===== src/rtl/tht_pkg.sv =====
package tht_pkg;

    localparam int INDEX_BITS = 15;

    localparam int MODE_W  = 2;
    localparam int KEY_W   = 64;
    localparam int MOVE_W  = 16;
    localparam int TURN_W  = 10;
    localparam int DEPTH_W = 8;
    localparam int EXTRA_W = 32;
    localparam int COUNT_W = 32;

    localparam logic [MODE_W-1:0] MODE_LOOKUP = 2'd0;
    localparam logic [MODE_W-1:0] MODE_STORE  = 2'd1;
    localparam logic [MODE_W-1:0] MODE_CLEAR  = 2'd2;

    typedef struct packed {
        logic [KEY_W-1:0]   key;
        logic [MOVE_W-1:0]  move;
        logic [TURN_W-1:0]  turn;
        logic [DEPTH_W-1:0] depth;
        logic [EXTRA_W-1:0] extra;
    } t_entry;

    // bucket decision handed from the evaluator to the sequencer
    typedef struct packed {
        logic   found;
        t_entry hit;     // matched entry, zero on miss or non-lookup
        logic   wr_en;
        logic   wr_sel;  // 0: first slot, 1: second slot
    } t_eval_res;

    typedef struct packed {
        logic               found;
        logic [MOVE_W-1:0]  move;
        logic [TURN_W-1:0]  turn;
        logic [DEPTH_W-1:0] depth;
        logic [EXTRA_W-1:0] extra;
        logic [COUNT_W-1:0] access_total;
        logic [COUNT_W-1:0] hit_total;
    } t_rsp;

endpackage


===== src/rtl/tht_bucket_eval.sv =====
module tht_bucket_eval (
    input  logic [tht_pkg::MODE_W-1:0] i_mode,
    input  tht_pkg::t_entry            i_new,
    input  tht_pkg::t_entry            i_slot0,
    input  tht_pkg::t_entry            i_slot1,
    output tht_pkg::t_eval_res         o_res
);

    logic hit0;
    logic hit1;
    logic empty0;
    logic empty1;
    logic above0;
    logic above1;

    assign hit0   = (i_slot0.key == i_new.key);
    assign hit1   = (i_slot1.key == i_new.key);
    assign empty0 = (i_slot0.move == '0);
    assign empty1 = (i_slot1.move == '0);

    // rank by turn, depth breaks a tie
    assign above0 = (i_new.turn == i_slot0.turn) ? (i_new.depth > i_slot0.depth)
                                                 : (i_new.turn > i_slot0.turn);
    assign above1 = (i_new.turn == i_slot1.turn) ? (i_new.depth > i_slot1.depth)
                                                 : (i_new.turn > i_slot1.turn);

    always_comb begin
        o_res = '0;
        if (i_mode == tht_pkg::MODE_LOOKUP) begin
            if (hit0) begin
                o_res.found = 1'b1;
                o_res.hit   = i_slot0;
            end else if (hit1) begin
                o_res.found = 1'b1;
                o_res.hit   = i_slot1;
            end
        end else if (i_mode == tht_pkg::MODE_STORE) begin
            if (empty0) begin
                o_res.wr_en = 1'b1;
            end else if (empty1) begin
                o_res.wr_en  = 1'b1;
                o_res.wr_sel = 1'b1;
            end else if (above0) begin
                o_res.wr_en = 1'b1;
            end else if (above1) begin
                o_res.wr_en  = 1'b1;
                o_res.wr_sel = 1'b1;
            end
        end
    end

endmodule


===== config.mk =====
export PLATFORM = sky130hd
export DESIGN_NAME = tht_bucket_eval
export DESIGN_NICKNAME = d
export VERILOG_FILES = /design/src/rtl/tht_pkg.sv /design/src/rtl/tht_bucket_eval.sv
export SDC_FILE = /design/constraint.sdc
export NUM_CORES = 1
export LEC_CHECK = 0
export ABC_AREA = 1
export BUFFER_PORTS_ARGS = -buffer_cell sky130_fd_sc_hd__buf_2
export CORE_AREA = 2 2 202 204
export DETAILED_ROUTE_END_ITERATION = 10
export DIE_AREA = 0 0 204 206
export SLEW_MARGIN = 20
export SYNTH_ARGS = -nofsm -noshare
export SYNTH_HDL_FRONTEND = slang
export SYNTH_SLANG_ARGS = --single-unit

===== constraint.sdc =====
create_clock -name vclk -period 2.2
set_clock_uncertainty 0.05 [all_clocks]
set_input_delay 0.33 -clock vclk [all_inputs]
set_output_delay 0.33 -clock vclk [all_outputs]
set_load 0.02 [all_outputs]

* Word-level counts from Yosys, hierarchy flattened
Index checks and enable logic that the tools add are counted.
** Storage, ports and cells
- Bits in registers :: 0
- Input bits :: 392
- Output and inout port bits :: 133
- Logic and storage cells :: 25
** Cells by class
- $lt $le $gt $ge :: 4
- Equal/unequal tests :: 5
- Multiplexer cells :: 13
- Reduce and logical (&&, ||, !) cells :: 3
** Operators by type and width (count)
- 2-to-1 mux 131 bit :: 3
- == test 64 bit :: 2
- zero test 16 bit :: 2
- == test 10 bit :: 2
- > comparator 10 bit :: 2
- > comparator 8 bit :: 2
- 2-to-1 mux 2 bit :: 4
- 2-to-1 mux 1 bit :: 6
- == test 2 x 1 -> 1 bit (second input constant) :: 1
- zero test 2 bit :: 1

* Depth between registers and ports, before layout
Gate-level depths: netlist of run 1.
- Word-level depth :: 8
- Depth in mapped cells :: 15
- Gate-level depth less buffers :: 13

* Worst setup path after synthesis of run 1
OpenSTA, ideal clock, no wires.
- Kind :: input -> output
- From :: input port i_slot0[127] (netlist bit)
- To :: output port o_res[32] (netlist bit)
- Arrival :: 1.706 ns
- Required time :: 1.820 ns
- Slack :: 0.114 ns
- Stages :: 15
- Buffers on the path :: 2
- Cell sequence :: nand2_1 clkinv_1 nor2_1 nor2_1 nand2_1 nor2_1 nand2_1 nor2_1 nand2_1 buf_2 clkbuf_1 nand2_1 nand2_1 inv_1 nor2_1
** RTL lines
- from (decl) :: line tht_bucket_eval.sv:4 : input tht_pkg::t_entry i_slot0,
- to (decl) :: line tht_bucket_eval.sv:6 : output tht_pkg::t_eval_res o_res

==> results.cfg, run 1 <==
[floorplan]
rows = 74
floorplan.initialDensity_pct = 15.6
ioPinCount = 525
core_area_um2 = 40200
die_w_um = 204
die_y_um = 206
fp.dieArea_um2 = 42000

[global_route]
use_met2_pct = 27.5
antenna_found_initial = 2
first_global_vias = 9246
grt_use_total_pct = 14.6
grt_overflow = 0
grt_max_degree = 77
grt_use_met1_pct = 17.7
top_usage_layer = met2
use_met3_pct = 1.56
grt_first_pass_wirelength_um = 48700

[synth]
ys_types = 22
synth_warnings = 0
synthTopCellsByCount = nand2_1 (520), inv_1 (278), nor2_1 (271)
synthTopCellsByArea = nand2_1 (31%), inv_1 (17%), nor2_1 (16%)
yosysTopAreaCellShare_pct = 31.1
syn_inst = 1402
syn_avg_cell_area_um2 = 4.47
synth_nets = 1830
netlist_area_um2 = 6270
synth_most_common_cell = nand2_1
seq_area_frac_synth_pct = 0
synth_area_leader_cell = nand2_1

[final_layout]
final_core_util_pct = 33.7
drive_gt1_share_pct = 50.8
fin_cells = 2543
seq_area_um2 = 0
area_growth_syn_to_layout_pct = 116
fill_cells = 4332
numSequentialCells = 0
nNetsFinal = 2440
clkbuf_count = 0

[route]
routed_wl_um = 39400
drt_iter0_drc = 720
ant_nets = 0
firstDrtPassIters = 5
via_per_inst = 4.20
dr_total_vias = 10700
wl_per_cell_um = 15.5
post-route-drc-count = 0

[critical_path]
critPathRequiredTime_ns = 1.82
max_stage_delay_ns = 0.18
crit_path_top_delay_cell = buf_12
worst_setup_path_start_kind = primary input
crit_top_cell = nor2_2
crit_chain = buf_2, buf_4, xor2_1, nor2_1, nand2_1, nor2_2, nand2_2, nor2_2, nand2_2, nand2_4, nand2_8, buf_12, buf_12, nor2_2, buf_4
crit_type = in2out
setup.worst_path.end_class = output port
path_max_fanout = 7
cp.arrival_ns = 2.19

[placed_design]
dp.cells = 2506
globalplace.congestion = 0.927
dp_hpwl_um = 27600
port_buffers = 477

[pwr]
pwr-share-seq_pct = 0
p_sw_mw = 0.806
power_frac_comb_pct = 100.0
p_sw_share_pct = 52.6
intPower_mw = 0.726
power_mw = 1.53
peakVddDrop_v = 0.0000762
powerDensity_nw_per_um2 = 113
p_clk_share_pct = 0
p_leak_nw = 7.70

[timing]
whs_ns = 1.00
clock.fmax_ghz = 0.389
post-route-min-period_ns = 2.57
finalHoldViolations = 0
setup_tns_ns = -37.65
fin_ws_ns = -0.374
rsz0062_at_grt = yes
slew_headroom_pct = 73.3
setup_violations = 131
finalMaxSlewViolations = 0
tightest_slew_ns = 0.397
fin_crit_sh_pct = 117

[status]
violations = setup timing
status = finished with violations

[worst_hold_path]
hold_path_depth = 4
min_path_type = in2out
min-delay-start = i_mode[0]
hold_path_end = o_res[1]

[clock_tree]
cts_hold_buf = 0

[job]
cap_violations = 0
-- logic make-up (layout without fill, tap and decap cells) --
family                   Yosys count  after routing  synth area share [%]
AND/OR/NAND/NOR                  941            941                  59.6
buffers and inverters            338            946                  22.4
XOR/XNOR                          61             61                  8.52
adder cells (fa/ha/maj)           36             36                  7.18
AO/OA/AOI/OAI                     26             26                  2.27
other                              0              1                     0
-- cells in the final DEF, fill, tap and decap left out, types with 55 or more instances in the layout --
master	Yosys	routed
nand3_1	133	55
xor2_1	61	56
inv_1	278	221
buf_4	29	193
nor2_4	0	57
nor2_1	271	152
buf_6	1	114
nand2_1	520	445
nor2_2	1	63
inv_2	2	57
nand3_2	0	72
nand2_2	1	68
buf_2	17	299
-- power groups by stage --
stage	Sequential [mW]	Combinational (mW)	Clock (mW)
after floorplan	0	0.531	0
after global placement	0	1.22	0
after detailed placement	0	1.23	0
after CTS	0	1.27	0
after global routing	0	1.70	0.0000000611
final	0	1.53	0.0000000613
-- timing repair --
action	4_1_cts	5_1_grt
pin swaps	44	192
buffers inserted	5	8
resized for setup	227	516
gates cloned	6	21
setup endpoints to repair	133	133
-- routing by layer --
layer  up-vias  share of wire (%)
li1       5349                  -
met1      4740                 39
met2       502                 49
met3        96                6.9
met4         2                4.6
met5         -              0.023
-- cell type report --
type	instances	area [um^2]	area share (%)
Multi-Input combinational cell	1064	6360	47.0
Tap cell	532	666	4.91
Antenna cell	1	2.50	0.0185
Timing Repair Buffer	664	5460	40.2
Inverter	282	1070	7.86
-- worst max path at each step --
| stage | end | startpoint | slack, ns | depth (start not counted) |
|---|---|---|---|---|
| floorplan | o_res[32] | i_slot0[127] | 0.11 | 15 |
| global placement | o_res[57] | i_new[94] | -0.58 | 15 |
| detailed placement | o_res[94] | i_new[68] | -0.56 | 17 |
| CTS | o_res[106] | i_new[70] | -0.34 | 16 |
| global route | o_res[31] | i_slot0[95] | -0.47 | 16 |
| finish | o_res[111] | i_new[107] | -0.37 | 15 |
-- stage by stage --
stage	cell area, um^2	worst slack, ns
detailed placement	10300	-0.556
global route	13600	-0.475
global placement	10300	-0.582
finish	13600	-0.374
floorplan	6270	0.114
CTS	11200	-0.339
-- critical path, delay by kind of cell --
family	cells	cell delay [ns]
buffers and inverters	5	0.74
xor gates and xnor gates	1	0.15
and+or+nand+nor	9	0.96
Power figures use the tool's default switching activity.
==> run 2: changes to the inputs <==
--- a/config.mk
+++ b/config.mk
@@ -5,12 +5,12 @@
 export SDC_FILE = /design/constraint.sdc
 export NUM_CORES = 1
 export LEC_CHECK = 0
-export ABC_AREA = 1
 export BUFFER_PORTS_ARGS = -buffer_cell sky130_fd_sc_hd__buf_2
-export CORE_AREA = 2 2 202 204
+export CORE_AREA = 2 2 204 206
 export DETAILED_ROUTE_END_ITERATION = 10
-export DIE_AREA = 0 0 204 206
+export DIE_AREA = 0 0 206 208
 export SLEW_MARGIN = 20
 export SYNTH_ARGS = -nofsm -noshare
 export SYNTH_HDL_FRONTEND = slang
 export SYNTH_SLANG_ARGS = --single-unit
+export TNS_END_PERCENT = 1
==> run 2 against run 1 <==
Net effect:
- the flow still finishes with violations (setup timing)
- final cell count decreased by 33%
- critical path depth decreased by 4
- global-route usage decreased by 3.3 points
- area after synthesis decreased by 31%
- worst setup slack got worse by 0.49 ns
- power decreased by 15%
- maximum frequency decreased by 16%
- hold slack got worse by 0.041 ns
- first-iteration DRC count decreased by 62%
- highest routed layer unchanged
==> results.cfg, run 2 <==
[final_layout]
mostFrequentLayoutCells = buf_2 (417), buf_4 (188), mux2i_1 (126)
fin_cells = 1714
area_growth_syn_to_layout_pct = 103
clkbuf_count = 0
numSequentialCells = 0
final_core_util_pct = 21.5
final_common_cell = buf_2
antennaDiodeCount = 0
seq_area_um2 = 0
nNetsFinal = 1612
drive_gt1_share_pct = 56.0

[route]
wl_per_cell_um = 15.6
routed_wl_um = 26800
dr_total_vias = 6598
via_per_inst = 3.85
drt_iter0_drc = 274
post-route-drc-count = 0
firstDrtPassIters = 4
ant_nets = 0

[synth]
syn_avg_cell_area_um2 = 7.19
synthTopCellsByCount = nor2_1 (132), mux2i_1 (130), xnor2_1 (128)
synth_most_common_cell = nor2_1
yosys.area_share.xor_xnor_pct = 26.0
synth_nets = 1027
syn_inst = 599
synth_area_leader_cell = mux2i_1
synth-adder-area-share_pct = 10.5
netlist_area_um2 = 4310
synth_warnings = 0
yosysTopAreaCellShare_pct = 30.2
synthTopCellsByArea = mux2i_1 (30%), xnor2_1 (26%), nor2_1 (12%)
synth_mux_area_share_pct = 30.2
seq_area_frac_synth_pct = 0
synth_top_family_by_area = multiplexers
ys_types = 28
yosys.area_share.simple_pct = 22.0
synth-compound-area-share_pct = 5.38

[global_route]
grt_max_degree = 65
grt_overflow = 0
antenna_found_initial = 2
grt_use_total_pct = 11.3
grt_first_pass_wirelength_um = 37100
first_global_vias = 6583

[critical_path]
cp.arrival_ns = 2.69
crit_type = in2out
setup.worst_path.end_class = output port
path_max_fanout = 64
crit_path_top_delay_cell = a211o_4
critPathRequiredTime_ns = 1.82
max_stage_delay_ns = 0.40
worst_setup_path_start_kind = primary input
crit_chain = buf_2, xnor2_1, buf_4, nand4_1, nor4_1, buf_4, nand4_1, a211o_4, buf_12, nor2_1, buf_2

[job]
cap_violations = 0

[placed_design]
dp.cells = 1714
dp_hpwl_um = 24300
port_buffers = 477
globalplace.congestion = 0.966

[floorplan]
floorplan.initialDensity_pct = 10.6
rows = 74
ioPinCount = 525
fp.dieArea_um2 = 42800
die_w_um = 206
die_y_um = 208
core_area_um2 = 40600

[timing]
fin_ws_ns = -0.868
post-route-min-period_ns = 3.07
rsz0062_at_grt = yes
tightest_slew_ns = 0.552
finalMaxSlewViolations = 0
clock.fmax_ghz = 0.326
whs_ns = 0.961
finalHoldViolations = 0
fin_crit_sh_pct = 139
setup_violations = 133
slew_headroom_pct = 63.2

[pwr]
p_leak_nw = 5.21
powerDensity_nw_per_um2 = 149
peakVddDrop_v = 0.0000670

[worst_hold_path]
min-delay-start = i_slot0[26]
min_path_type = in2out
hold_path_depth = 4
hold_path_end = o_res[28]

[status]
violations = setup timing
status = finished with violations

[clock_tree]
cts_hold_buf = 0
-- run 2: cell families after synthesis --
kind of cell | Yosys count
adders and majority gates | 36
xor gates and xnor gates | 128
buffers and inverters | 64
and+or+nand+nor | 206
AOI/OAI and AO/OA | 35
muxes | 130
-- run 2: per-stage QoR --
| step | area [um^2] | setup WS [ns] | total power, mW | setup TNS, ns |
|---|---|---|---|---|
| 3_5_place_dp | 8370 | -1.21 | 1.26 | -152.62 |
| 4_1_cts | 8550 | -0.789 | 1.31 | -96.17 |
| 3_3_place_gp | 8370 | -1.20 | 1.24 | -148.81 |
| 6_report | 8730 | -0.868 | 1.30 | -100.25 |
| 5_1_grt | 8730 | -0.916 | 1.41 | -111.25 |
| 2_1_floorplan | 4360 | -0.217 | 0.435 | -23.09 |
-- run 2: how the worst max path moves through the flow --
stage / from / end / slack, ns / cells after the start
after floorplan: i_new[121] / o_res[103] / -0.22 / 9
after global placement: i_new[67] / o_res[72] / -1.20 / 11
after detailed placement: i_new[67] / o_res[100] / -1.21 / 11
after CTS: i_new[67] / o_res[69] / -0.79 / 11
after global routing: i_new[67] / o_res[69] / -0.92 / 11
final: i_new[109] / o_res[69] / -0.87 / 11
-- run 2: layout make-up --
type,instances,area [um^2]
multi-input combinational,535,4330
inverter,35,131
tap,532,666
fill,4574,31800
timing repair buffer,612,3610
-- run 2: timing repair --
action	4_1_cts	5_1_grt
endpoints found under the setup margin	133	133
setup buffers	0	0
gates cloned	0	0
pin swaps	10	4
resized for setup	32	65
-- run 2: worst max-delay path, delay by kind of cell --
family / cells / cell delay (ns)
AO/OA/AOI/OAI: 1 / 0.40
XOR/XNOR: 1 / 0.25
AND/OR/NAND/NOR: 4 / 0.76
buffers and inverters: 5 / 0.85
-- run 2: metal layers --
metal,up-vias,part of all wire (%),global-route usage (%)
met5,-,0.049,0
met4,2,2.2,2.24
met3,22,5.8,0.674
met2,295,53,22.3
met1,3024,39,13.2
li1,3255,-,-
-- run 2: power by group --
group	total [mW]	internal, mW	switching [mW]
Sequential	0	0	0
Combinational	1.30	0.703	0.598
Clock	0	0	0
==> run 3: changes to the inputs <==
--- a/config.mk
+++ b/config.mk
@@ -6,9 +6,9 @@
 export NUM_CORES = 1
 export LEC_CHECK = 0
 export BUFFER_PORTS_ARGS = -buffer_cell sky130_fd_sc_hd__buf_2
-export CORE_AREA = 2 2 204 206
+export CORE_AREA = 10 10 195 197
 export DETAILED_ROUTE_END_ITERATION = 10
-export DIE_AREA = 0 0 206 208
+export DIE_AREA = 0 0 205 207
 export SLEW_MARGIN = 20
 export SYNTH_ARGS = -nofsm -noshare
 export SYNTH_HDL_FRONTEND = slang
==> constraint.sdc (replaced) <==
create_clock -name vclk -period 2.2
set_clock_uncertainty 0.05 [all_clocks]
set_input_delay 0.22 -clock vclk [all_inputs]
set_output_delay 0.22 -clock vclk [all_outputs]
set_load 0.02 [all_outputs]
==> run 3 against run 2 <==
Net effect:
- routed wire length increased by 18%
- hold slack worse by 0.22 ns
- via count rose by 2.6%
- critical endpoint unchanged
- final cell count decreased by 5.1%
- the run still ends with setup timing left
- clock-buffer cell count did not move
- maximum frequency grew 8.7%
- die area shrank 0.96%
- power down 3.0%
==> results.cfg, run 3 (same netlist as run 2, synthesis figures left out) <==
[timing]
finalMaxSlewViolations = 0
clock.fmax_ghz = 0.354
setup_violations = 132
tightest_slew_ns = 0.423
rsz0062_at_grt = yes
whs_ns = 0.743
post-route-min-period_ns = 2.82
setup_tns_ns = -73.98
fin_crit_sh_pct = 128
fin_ws_ns = -0.624
slew_headroom_pct = 71.8
finalHoldViolations = 0

[critical_path]
path_max_fanout = 28
max_stage_delay_ns = 0.44
crit_path_top_delay_cell = a211o_4
cp.arrival_ns = 2.55
crit_chain = buf_2, buf_4, xnor2_2, buf_4, nand4_1, nor4_4, buf_4, nand4_1, buf_6, a211o_4, buf_12, nor2_1, buf_4
worst_setup_path_start_kind = primary input
setup.worst_path.end_class = output port
crit_top_cell = buf_4
crit_type = in2out
critPathRequiredTime_ns = 1.93

[pwr]
intPower_mw = 0.678
power_frac_comb_pct = 100.0
power_mw = 1.26
p_leak_nw = 5.27
p_sw_share_pct = 46.3
powerDensity_nw_per_um2 = 139
peakVddDrop_v = 0.0000680
p_clk_share_pct = 0
pwr-share-seq_pct = 0
p_sw_mw = 0.583

[placed_design]
port_buffers = 477
dp.cells = 1619
globalplace.congestion = 0.947
dp_hpwl_um = 27400

[worst_hold_path]
min_path_type = in2out

[route]
post-route-drc-count = 0
firstDrtPassIters = 4
dr_total_vias = 6772
drt_iter0_drc = 292
via_per_inst = 4.16
ant_nets = 0
wl_per_cell_um = 19.4
routed_wl_um = 31500

[final_layout]
numSequentialCells = 0
antennaDiodeCount = 0
clkbuf_count = 0
seq_area_um2 = 0
nNetsFinal = 1601
drive_gt1_share_pct = 56.8
final_core_util_pct = 26.6
final_common_cell = buf_2
area_growth_syn_to_layout_pct = 111
fin_cells = 1626
mostFrequentLayoutCells = buf_2 (350), buf_4 (195), mux2i_1 (126)

[clock_tree]
cts_hold_buf = 0

[job]
cap_violations = 0

[status]
status = finished with violations
violations = setup timing

[floorplan]
die_w_um = 205
floorplan.initialDensity_pct = 12.6
fp.dieArea_um2 = 42400
rows = 68
ioPinCount = 525
core_area_um2 = 34100
die_y_um = 207

[global_route]
use_met2_pct = 24.0
grt_overflow = 0
first_global_vias = 7212
top_usage_layer = met2
grt_max_degree = 42
grt_use_total_pct = 12.9
grt_use_met1_pct = 14.6
use_met3_pct = 3.03
antenna_found_initial = 3
grt_first_pass_wirelength_um = 42600
run 3: cell count changes in the layout (fill, tap and decap cells not counted), sizes merged:
| cell | previous run | this run |
|---|---|---|
| clkbuf | 0 | 2 |
| a211o | 2 | 4 |
| buf | 612 | 597 |
run 3: critical path, delay by kind of cell:
family                    cells  cell delay [ns]
buffers and inverters         7             1.06
and+or+nand+nor               4             0.69
xor gates and xnor gates      1             0.11
AOI/OAI and AO/OA             1             0.44
run 3: power by group through the flow:
stage	clock, mW	sequential, mW	combinational, mW
after floorplan	0	0	0.432
after global placement	0	0	1.19
after detailed placement	0	0	1.20
after CTS	0	0	1.25
after global routing	0	0	1.38
final	0	0	1.26
run 3: layer usage:
layer	part of all wire, %	vias up
met5	0.032	-
met1	38	3136
met3	8.4	40
met2	51	352
li1	-	3242
met4	1.9	2
run 3: what timing repair did:
item | in CTS | in global routing
pin swaps | 21 | 13
cloned | 1 | 5
buffers inserted | 1 | 0
endpoints found under the setup margin | 133 | 133
gates resized for setup | 133 | 122
run 3: cell type report:
type,instances,area (um^2)
inverters,35,131
multi-input cells,537,4470
repair buffers,599,3920
fillers,3681,25000
well taps,455,569
run 3: path summary, 6_finish.rpt:
kind                  startpoint         to  slack (ns)  depth (start not counted)
worst max-delay path   i_new[78]  o_res[69]       -0.62                         13
worst min-delay path  i_slot0[8]  o_res[10]        0.74                          4
run 3: metrics by stage:
stage / instance area, um^2 / setup WS [ns]
after detailed placement: 8120 / -1.06
after CTS: 8600 / -0.670
after floorplan: 4320 / -0.00176
after global routing: 9090 / -0.725
after global placement: 8120 / -1.08
final: 9090 / -0.624
